$ cat src/hdl/assert_macros.svh
`ifndef ASSERT_MACROS_SVH
`define ASSERT_MACROS_SVH

// same-cycle implication, sampled on clk, off while rst_n is low
`define EWCM_ASSERT_IMPLY(name, ante, cons) \
    name: assert property (@(posedge clk) disable iff (!rst_n) (ante) |-> (cons)) \
        else $error("assertion failed");

// next-cycle implication, sampled on clk, off while rst_n is low
`define EWCM_ASSERT_NEXT(name, ante, cons) \
    name: assert property (@(posedge clk) disable iff (!rst_n) (ante) |=> (cons)) \
        else $error("assertion failed");

`endif

$ cat src/hdl/ewcm_pkg.sv
package ewcm_pkg;

    localparam int MAX_DIMENSION = 4096;
    localparam int FRACTION_BITS = 16;

    localparam int DIM_W   = 13;
    localparam int COORD_W = 12;
    localparam int OFS_W   = 15;
    localparam int MAG_W   = 13;
    localparam int PROD_W  = 25;
    localparam int QUO_W   = FRACTION_BITS + 1;
    localparam int RAD_W   = 2 * FRACTION_BITS + 2;
    localparam int ROOT_W  = FRACTION_BITS + 1;
    localparam int TERM_W  = ROOT_W + 1 + OFS_W;
    localparam int SUM_W   = TERM_W + 1;
    localparam int SX_W    = SUM_W - FRACTION_BITS - 1;

    localparam logic REG_IMAGE_WIDTH  = 1'b0;
    localparam logic REG_IMAGE_HEIGHT = 1'b1;

    typedef struct packed {
        logic [COORD_W-1:0] dest_x;
        logic [COORD_W-1:0] dest_y;
    } in_t;

    typedef struct packed {
        logic [COORD_W-1:0] source_x;
        logic [COORD_W-1:0] source_y;
        logic               inside_res;
    } out_t;

    typedef struct packed {
        logic                    zero;
        logic signed [OFS_W-1:0] dx2;
        logic signed [OFS_W-1:0] dy2;
    } side_t;

    function automatic logic [DIM_W-1:0] clamp_dim(input logic [DIM_W-1:0] d);
        if (d > DIM_W'(MAX_DIMENSION))
            return DIM_W'(MAX_DIMENSION);
        return d;
    endfunction

endpackage

$ cat src/hdl/ewcm_front.sv
module ewcm_front (
    input  logic                       clk,
    input  logic                       rst_n,
    input  logic                       en,
    input  logic                       in_valid,
    input  ewcm_pkg::in_t              in_data,
    input  logic [ewcm_pkg::DIM_W-1:0] width,
    input  logic [ewcm_pkg::DIM_W-1:0] height,
    output logic                       out_valid,
    output logic [ewcm_pkg::PROD_W-1:0] out_mx,
    output logic [ewcm_pkg::PROD_W-1:0] out_mn,
    output ewcm_pkg::side_t            out_side
);
    import ewcm_pkg::*;

    logic [DIM_W-1:0]  w_c;
    logic [DIM_W-1:0]  h_c;
    side_t             a_side_next;
    logic [MAG_W-1:0]  a_ax_next;
    logic [MAG_W-1:0]  a_ay_next;
    logic [OFS_W-1:0]  neg_x;
    logic [OFS_W-1:0]  neg_y;

    logic              a_vld_reg;
    side_t             a_side_reg;
    logic [MAG_W-1:0]  a_ax_reg;
    logic [MAG_W-1:0]  a_ay_reg;

    logic [2*MAG_W-1:0] u_full;
    logic [2*MAG_W-1:0] v_full;
    logic              b_vld_reg;
    side_t             b_side_reg;
    logic [PROD_W-1:0] b_u_reg;
    logic [PROD_W-1:0] b_v_reg;

    logic [PROD_W-1:0] c_mx_next;
    logic [PROD_W-1:0] c_mn_next;
    logic              c_vld_reg;
    side_t             c_side_reg;
    logic [PROD_W-1:0] c_mx_reg;
    logic [PROD_W-1:0] c_mn_reg;

    always_comb
    begin
        w_c = clamp_dim(width);
        h_c = clamp_dim(height);
        a_side_next.zero = (w_c == '0) || (h_c == '0);
        a_side_next.dx2  = $signed({2'b00, in_data.dest_x, 1'b0}) - $signed({2'b00, w_c});
        a_side_next.dy2  = $signed({2'b00, in_data.dest_y, 1'b0}) - $signed({2'b00, h_c});
        neg_x = -a_side_next.dx2;
        neg_y = -a_side_next.dy2;
        a_ax_next = a_side_next.dx2[OFS_W-1] ? neg_x[MAG_W-1:0] : a_side_next.dx2[MAG_W-1:0];
        a_ay_next = a_side_next.dy2[OFS_W-1] ? neg_y[MAG_W-1:0] : a_side_next.dy2[MAG_W-1:0];
    end

    assign u_full = h_c * a_ax_reg;
    assign v_full = w_c * a_ay_reg;

    always_comb
    begin
        if (b_u_reg > b_v_reg)
        begin
            c_mx_next = b_u_reg;
            c_mn_next = b_v_reg;
        end
        else
        begin
            c_mx_next = b_v_reg;
            c_mn_next = b_u_reg;
        end
        // centre: divide by one so the quotient stays zero
        if (c_mx_next == '0)
            c_mx_next = PROD_W'(1);
    end

    always_ff @(posedge clk or negedge rst_n)
    begin
        if (!rst_n)
        begin
            a_vld_reg <= 1'b0;
            b_vld_reg <= 1'b0;
            c_vld_reg <= 1'b0;
        end
        else if (en)
        begin
            a_vld_reg <= in_valid;
            b_vld_reg <= a_vld_reg;
            c_vld_reg <= b_vld_reg;
        end
    end

    always_ff @(posedge clk)
    begin
        if (en)
        begin
            a_side_reg <= a_side_next;
            a_ax_reg   <= a_ax_next;
            a_ay_reg   <= a_ay_next;
            b_side_reg <= a_side_reg;
            b_u_reg    <= u_full[PROD_W-1:0];
            b_v_reg    <= v_full[PROD_W-1:0];
            c_side_reg <= b_side_reg;
            c_mx_reg   <= c_mx_next;
            c_mn_reg   <= c_mn_next;
        end
    end

    assign out_valid = c_vld_reg;
    assign out_mx    = c_mx_reg;
    assign out_mn    = c_mn_reg;
    assign out_side  = c_side_reg;

endmodule

$ cat config.mk
export PLATFORM = sky130hd
export DESIGN_NAME = ewcm_front
export DESIGN_NICKNAME = d
export VERILOG_FILES = /design/src/hdl/assert_macros.svh /design/src/hdl/ewcm_pkg.sv /design/src/hdl/ewcm_front.sv
export SDC_FILE = /design/constraint.sdc
export NUM_CORES = 1
export LEC_CHECK = 0
export BUFFER_PORTS_ARGS = -buffer_cell sky130_fd_sc_hd__buf_2
export CORE_MARGIN = 8
export CORE_UTILIZATION = 45
export CTS_CLUSTER_DIAMETER = 30
export DETAILED_ROUTE_END_ITERATION = 7
export PLACE_DENSITY = 0.69
export SLEW_MARGIN = 20
export SYNTH_ARGS = -nofsm -noshare
export SYNTH_HDL_FRONTEND = slang
export SYNTH_SLANG_ARGS = --single-unit
$ cat constraint.sdc
create_clock -name clk -period 5.2 [get_ports clk]
set_clock_uncertainty 0.15 [all_clocks]
set_input_delay 1.04 -clock clk [delete_from_list [all_inputs] [get_ports clk]]
set_output_delay 1.04 -clock clk [all_outputs]
set_load 0.1 [all_outputs]
* After elaboration in Yosys (flattened, before gate mapping)
Cells that the tools add are included.
Operators by class: $add $sub $neg 4, multipliers 2, magnitude comparators 3, multiplexer cells 10, reduce and logical (&&, ||, !) cells 4
Operators with widths (count):
- $mux W13 | 6
- $mul A13 B13 Y25 | 2
- $mux W25 | 2
- $sub A13 B13 Y14 | 2
- $gt A13 B13 Y1 const B | 2
- $logic_not A13 Y1 | 2
- $neg A13 Y13 | 2
- $gt A25 B25 Y1 | 1
- $logic_not A25 Y1 | 1
- $mux W1 | 2
- $logic_or A1 B1 Y1 | 1
Storage, ports and cells: register bits after elaboration 216, bits of input ports 54, output and inout bits 82

* Logic depth before layout (Yosys ltp)
Gate-level depths: netlist (run 1).
word-level depth 6, mapped depth 23

* Least setup slack after synthesis (run 1)
No wires, ideal clock.
path kind input-to-reg, from in width[12] (netlist name), to reg b_v_reg[24], data pin, arrival time 6.183 ns, path slack -1.392 ns, stages on the path 20, buffers on the path 2, path through clkbuf_1 > nor2b_1 > clkbuf_1 > nand2_1 > fa_1 > inv_1 > fa_1 > fa_1 > fa_1 > inv_1 > fa_1 > inv_1 > ha_1 > a21oi_1 > o221ai_1 > a211oi_2 > nor3_1 > a2111oi_1 > a21oi_1 > xnor2_1
Between the ends: word-level cells in the longest chain between the ends 4
Ends and longest elaborated chain:
- from (decl) | RTL line ewcm_front.sv:7 | input logic [ewcm_pkg::DIM_W-1:0] width,
- $gt A13 B13 Y1 | RTL line ewcm_pkg.sv:39 | if (d > DIM_W'(MAX_DIMENSION))
- $mux W1 | RTL line ewcm_pkg.sv:39
- $mux W13 (*) | RTL line ewcm_pkg.sv:41 | return d;
- $mul A13 B13 Y25 (*) | RTL line ewcm_front.sv:57 | assign v_full = w_c * a_ay_reg;
- named net v_full[24] | RTL line ewcm_front.sv:30 | logic [2*MAG_W-1:0] v_full;
- to (signal assigned) | RTL line ewcm_front.sv:101 | b_v_reg <= v_full[PROD_W-1:0];
- to (decl) | RTL line ewcm_front.sv:34 | logic [PROD_W-1:0] b_v_reg;
Mark *: on every way through the listed nets, which the timed path passes. The rest lies on a longest branch. A chain may end at the register's enable or synchronous reset.

* Worst setup path in the final report (run 1)
from in height[12] (netlist name), to reg b_u_reg[21], data pin
Between the ends: word-level cells in the longest chain between the ends 4
Ends and longest elaborated chain:
- from (decl) | RTL line ewcm_front.sv:8 | input logic [ewcm_pkg::DIM_W-1:0] height,
- $gt A13 B13 Y1 | RTL line ewcm_pkg.sv:39
- $mux W1 | RTL line ewcm_pkg.sv:39
- $mux W13 (*) | RTL line ewcm_pkg.sv:41
- $mul A13 B13 Y25 (*) | RTL line ewcm_front.sv:56 | assign u_full = h_c * a_ax_reg;
- named net u_full[21] | RTL line ewcm_front.sv:29 | logic [2*MAG_W-1:0] u_full;
- to (signal assigned) | RTL line ewcm_front.sv:100 | b_u_reg <= u_full[PROD_W-1:0];
- to (decl) | RTL line ewcm_front.sv:33 | logic [PROD_W-1:0] b_u_reg;
Marks and branches as above.

==> run_results.csv, run 1 <==
group,metric,value,unit
sta,rsz0062_at_grt,"true",
power,p_leak,0.0123,uW
global_routing,overflow,0,
clocking,clockRootBuffer,"clkbuf_16",
power,clockPowerShare,11.7,%
sta,fin_ws,-672,ps
placement,gp_congestion,0.913,
synthesis,ys_seq_area_share,30.8,%
worst_setup_path,critical_path_class,"primary input to flop",
clocking,cts_max_path_buffers,3,
sta,slew_headroom,28.5,%
clocking,clk_pin_slew_worst_paths,60,ps
clocking,cts_tree,"done",
clocking,cts_buffers,35,
clocking,htreeDepth,2,
placement,hpwl,42300,um
synthesis,synth_cell_types,73,
sta,whs,164,ps
flow_run,maxCapViolations,0,
floorplan,die_h,231,um
detailed_routing,antenna_left,0,
outcome,violations,"setup timing",
floorplan,core,0.0455,mm^2
global_routing,grt_pass1_vias,16123,
worst_setup_path,path_max_fanout,7,
synthesis,synth_edf_count,211,
worst_setup_path,start_kind,"primary input",
placement,io_buffers,135,
sta,post-route-period-util,113,%
power,switching_share,46.4,%
synthesis,yosys.area.top_type,"edfxtp_1",
power,totalPowerFinal,18500,uW
placement,placed_area,0.0240,mm^2
power,p_comb_share,70.6,%
worst_hold_path,hold_path.class,"primary input to async pin",
floorplan,die-area,0.0533,mm^2
floorplan,fp-row-count,78,
synthesis,syn-cell-area,0.0208,mm^2
synthesis,syn_area_per_cell,10.4,um^2
worst_setup_path,critPathMaxStageDelay,520,ps
power,p_int,9920,uW
synthesis,syn-num-nets,2492,
floorplan,num_io_pins,136,
final_layout,final_cell_mix,"inv_1 (390), fa_1 (232), buf_4 (225)",
worst_setup_path,path_common_cell,"fa_1",
detailed_routing,wl_per_cell,17.6,um
sta,setup_viol,26,
final_layout,area_delta_synth_final,25.7,%
sta,min_period,5870,ps
detailed_routing,dr.pass1.iters,5,
synthesis,synth_top_area_share,30.5,%
synthesis,ys_ff_latch,214,
floorplan,die_w,231,um
worst_setup_path,required,5320,ps
detailed_routing,num_vias,15106,
global_routing,gr-usage-all-layers,19.5,%
placement,dp.cells,2896,
worst_setup_path,endpoint_kind,"flop",
power,worst_ir_drop_vdd,0.748,mV
final_layout,fin_area,0.0261,mm^2
clocking,clock-sinks,214,
worst_setup_path,cp_data_arrival_time,5990,ps
sta,hold_viol,0,
synthesis,synth_cells,2009,
final_layout,instances_no_fill,2999,
final_layout,nets,2856,
global_routing,grt_start_max_net_pins,104,
power,switchingPower,8580,uW
synthesis,synth_area_leaders,"edfxtp_1 (30%), fa_1 (23%), ha_1 (11%)",
global_routing,grt_pass1_wl,84400,um
synthesis,synthArstFlopShare,1.40,%
detailed_routing,drc,0,
sta,timing.fmax,0.170,GHz
power,share_seq_of_total_power,17.6,%
worst_setup_path,cp_slowest_cell,"fa_1",
clocking,worstSkewPairLatency,520,ps
global_routing,antenna_found_initial,0,
final_layout,layout-drive-gt1-share,27.6,%
outcome,status,"finished with violations",
synthesis,synth-main-ff-cell,"edfxtp_1",
detailed_routing,vias_per_cell,5.04,
synthesis,yosysWarnings,0,
final_layout,final_common_cell,"inv_1",
power,power_density,708,mW/mm^2
floorplan,start_util,45.7,%
worst_setup_path,crit_chain,"buf_12, and2b_2, and2_4, fa_1, inv_2, fa_1, inv_1, fa_1, fa_1, inv_1, fa_1, inv_2, ha_4, a211oi_2, o211ai_1, a41oi_2, o21ai_2, o41ai_2, buf_4, o21bai_1, a21oi_2, xnor2_1",
final_layout,diodes,0,
detailed_routing,drtIter0Drc,837,
sta,fin_setup_tns,-10390,ps
sta,tightest_slew,1070,ps
sta,slew_violations,0,
detailed_routing,routed_wl,52700,um
per-layer routing:
layer / routed length, um / vias up / GRT usage, %
met5: 0 / - / 0
met4: 1650 / 0 / 6.41
met3: 3020 / 77 / 3.20
met2: 25100 / 442 / 32.6
met1: 22900 / 7414 / 25.7
li1: - / 7173 / -
area by class of cell:
type                    count  area, um^2
inverters                 421        1580
multi-input cells        1305       13400
clock buffers              36         880
well taps                 600         751
clock inverters            27         233
flip-flops and latches    214        6410
fillers                  3769       19300
repair buffers            396        2890
cell families (layout without fill, tap and decap cells):
family,Yosys count,after routing,share of synthesized area [%]
adders and majority gates,429,429,34.5
muxes,31,31,1.67
and+or+nand+nor,546,546,13.4
buffers and inverters,490,880,8.91
DFF,214,214,30.8
AOI/OAI and AO/OA,211,211,6.87
xor gates and xnor gates,88,88,3.74
stage by stage:
step	worst slack (ps)	util, %
3_5_place_dp	-1390	52.7
5_1_grt	-849	57.5
6_report	-672	57.5
2_1_floorplan	-930	-
4_1_cts	-642	56.4
3_3_place_gp	-1260	52.7
power groups by stage:
stage          combinational (uW)  clock (uW)  sequential, uW
2_1_floorplan                6310           0            4600
3_3_place_gp                11100           0            3280
3_5_place_dp                11300           0            3290
4_1_cts                     12100        2210            3270
5_1_grt                     14300        2280            3310
6_report                    13100        2170            3260
cell usage after synthesis (18+ instances only):
| cell type | number |
|---|---|
| nand2_1 | 214 |
| xnor2_1 | 67 |
| fa_1 | 242 |
| xor2_1 | 20 |
| and2_1 | 168 |
| mux2_2 | 19 |
| nor2_1 | 41 |
| nor3_1 | 18 |
| a21oi_1 | 49 |
| inv_1 | 419 |
| ha_1 | 187 |
| edfxtp_1 | 211 |
| o21ai_0 | 45 |
| a21o_1 | 21 |
| clkbuf_1 | 59 |
| nor2b_1 | 25 |
worst max-delay path, delay by kind of cell:
kind / cells / cell delay [ps]
AOI/OAI and AO/OA: 7 / 1300
buffers and inverters: 6 / 470
and+or+nand+nor: 2 / 410
adders and majority gates: 6 / 2700
xor gates and xnor gates: 1 / 70
final timing paths:
check,cells past startpoint,end,slack [ps],from
max in group asynchronous,1,out_valid,4630,rst_n
min in group clk,0,b_side_reg[17],260,a_side_reg[17]
max,22,b_u_reg[21],-670,height[12]
min,1,a_vld_reg,160,rst_n
min reg2reg,0,b_side_reg[17],260,a_side_reg[17]
max reg2reg,20,b_v_reg[23],-430,a_ay_reg[1]
repair_timing:
action | 4_1_cts | 5_1_grt
pin swaps | 90 | 86
cloned | 1 | 0
setup endpoints to repair | 26 | 30
setup buffers | 25 | 23
gates resized for setup | 94 | 86
hold buffers | 0 | 0
Note: power is estimated with default switching activity, not from simulation.
==> run 2: changes to the inputs <==
- CELL_PAD_IN_SITES_DETAIL_PLACEMENT: not set -> 0
- CELL_PAD_IN_SITES_GLOBAL_PLACEMENT: not set -> 2
- PLACE_DENSITY: 0.69 -> 0.86
- clock period: 5.2 -> 7.6 ns (I/O delays scaled with it)
==> run 2 against run 1 <==
Against the previous run:
- the flow now finishes without violations
- combinational power shrank 52%
- critical endpoint is now b_v_reg[23]
- clock power is essentially flat
- total power shrank 42%
- clock-buffer cell count grew 16
- final area shrank 8.0%
- sequential share of layout area grew 2.1 points
- largest power group unchanged
- register-to-register slack gained 1900 ps
==> run_results.csv, run 2 (same netlist as run 1, synthesis figures left out) <==
group,metric,value,unit
final_layout,utilization,52.9,%
worst_hold_path,hold_path.class,"flop to flop",
global_routing,grt_pass1_wl,82400,um
detailed_routing,dr.pass1.iters,5,
detailed_routing,drtIter0Drc,843,
detailed_routing,drt-met1-wl,23800,um
sta,tightest_slew,1100,ps
worst_setup_path,cp_slowest_cell,"fa_1",
final_layout,area_delta_synth_final,15.6,%
clocking,clock-sinks,214,
worst_setup_path,cp-startpoint,"width[12]",
sta,rsz0062_at_grt,"false",
detailed_routing,num_vias,14212,
worst_setup_path,start_kind,"primary input",
worst_hold_path,hold_depth,0,
power,totalPowerFinal,10800,uW
worst_setup_path,cp_data_arrival_time,7080,ps
detailed_routing,routed_wl,51700,um
placement,hpwl,41300,um
worst_setup_path,path_max_fanout,15,
flow_run,maxCapViolations,0,
sta,fin_setup_tns,0,ps
global_routing,antenna_found_initial,0,
placement,gp_congestion,0.873,
sta,min_period,6930,ps
sta,hold_viol,0,
worst_setup_path,r2r-start,"a_ay_reg[7]",
worst_setup_path,reg2reg_slack,1510,ps
worst_hold_path,min-delay-start,"b_side_reg[15]",
placement,io_buffers,135,
worst_setup_path,required,7760,ps
worst_setup_path,endpoint_kind,"flop",
detailed_routing,routed-wl-met2,23000,um
sta,slew_violations,0,
clocking,postCtsSetupBuffers,0,
floorplan,die_h,231,um
detailed_routing,routed-wl-met3,3300,um
worst_setup_path,path_common_cell,"fa_1",
worst_setup_path,crit_chain,"buf_2, buf_4, nor2b_1, buf_4, nand2_1, fa_1, fa_1, inv_1, fa_1, fa_1, inv_1, fa_1, inv_1, ha_1, and4_1, a32oi_1, o211a_1, o21ai_1, o41ai_1, o21ai_1, o41ai_1, xnor2_1",
detailed_routing,vias_per_cell,5.06,
final_layout,final_cell_mix,"inv_1 (419), fa_1 (242), nand2_1 (214)",
final_layout,instances_no_fill,2808,
final_layout,nets,2650,
floorplan,die_w,231,um
detailed_routing,wl_per_cell,18.4,um
detailed_routing,antenna_left,0,
sta,setup_viol,0,
global_routing,grt_pass1_vias,14884,
outcome,status,"finished, final reports clean",
clocking,cts_max_path_buffers,3,
clocking,clk_pin_slew_worst_paths,50,ps
global_routing,grt_start_max_net_pins,182,
floorplan,start_util,45.7,%
placement,dp.cells,2715,
power,p_leak,0.0113,uW
sta,post-route-period-util,91.2,%
sta,timing.fmax,0.144,GHz
final_layout,layout-drive-gt1-share,13.7,%
detailed_routing,highest_layer,"met4",
final_layout,final_common_cell,"inv_1",
power,worst_ir_drop_vdd,0.527,mV
clocking,htreeDepth,2,
final_layout,diodes,0,
worst_hold_path,hold_end,"out_side[15]",
worst_setup_path,r2r-end,"b_v_reg[23]",
global_routing,gr-usage-all-layers,19.5,%
clocking,cts_buffers,50,
clocking,worstSkewPairLatency,570,ps
floorplan,fp-row-count,78,
clocking,ctsResizeCount,0,
worst_setup_path,critical_path_class,"primary input to flop",
clocking,holdBufCountCts,0,
clocking,cts_tree,"done",
worst_setup_path,r2r_cells,19,
floorplan,die-area,0.0533,mm^2
clocking,clockRootBuffer,"clkbuf_16",
floorplan,core,0.0455,mm^2
sta,whs,264,ps
floorplan,num_io_pins,136,
detailed_routing,drc,0,
power,power_density,448,mW/mm^2
sta,slew_headroom,26.6,%
global_routing,overflow,0,
worst_setup_path,critPathMaxStageDelay,540,ps
-- run 2: cell types whose count changed in the layout (fill, tap and decap cells not counted), moves of 18 or more --
cell | previous run | this run
ha_4 | 24 | 0
and2_4 | 18 | 0
inv_2 | 31 | 2
buf_6 | 27 | 0
and2_1 | 150 | 168
inv_1 | 390 | 419
ha_1 | 162 | 187
buf_4 | 225 | 36
-- run 2: metal layers --
layer	track usage (%)	vias up
met1	26.7	6985
li1	-	6768
met4	6.39	0
met3	4.30	77
met5	0	-
met2	30.5	382
-- run 2: worst max-delay path: cells and delay by family --
kind	cells	cell delay, ps
fa+ha+maj	6	2840
compound gates	6	1370
buf+inv	6	790
simple gates	3	460
xor+xnor	1	100
-- run 2: worst max-delay path by stage --
stage                  endpoint  depth (start not counted)
floorplan           b_v_reg[24]                         20
global placement    b_u_reg[24]                         19
detailed placement  b_u_reg[24]                         19
CTS                 b_u_reg[24]                         19
global route        b_u_reg[24]                         19
finish              b_v_reg[23]                         22
-- run 2: power by group --
| group | total, uW | switching (uW) | internal (uW) |
|---|---|---|---|
| clock | 2170 | 715 | 1450 |
| sequential | 2320 | 352 | 1960 |
| combinational | 6290 | 4000 | 2280 |
| total | 10800 | 5070 | 5700 |
-- run 2: through the flow --
stage | worst slack [ps] | instance area [um^2]
2_1_floorplan | 528 | 20800
3_3_place_gp | 189 | 22300
3_5_place_dp | 90.0 | 22300
4_1_cts | 640 | 24000
5_1_grt | 306 | 24000
6_report | 672 | 24000
-- run 2: layout make-up --
class | instances | area [um^2]
repair buffers | 175 | 1040
well taps | 600 | 751
flip-flops and latches | 214 | 6410
clock inverters | 41 | 468
multi-input cells | 1305 | 12500
inverters | 421 | 1580
fillers | 4187 | 21400
clock buffers | 52 | 1260
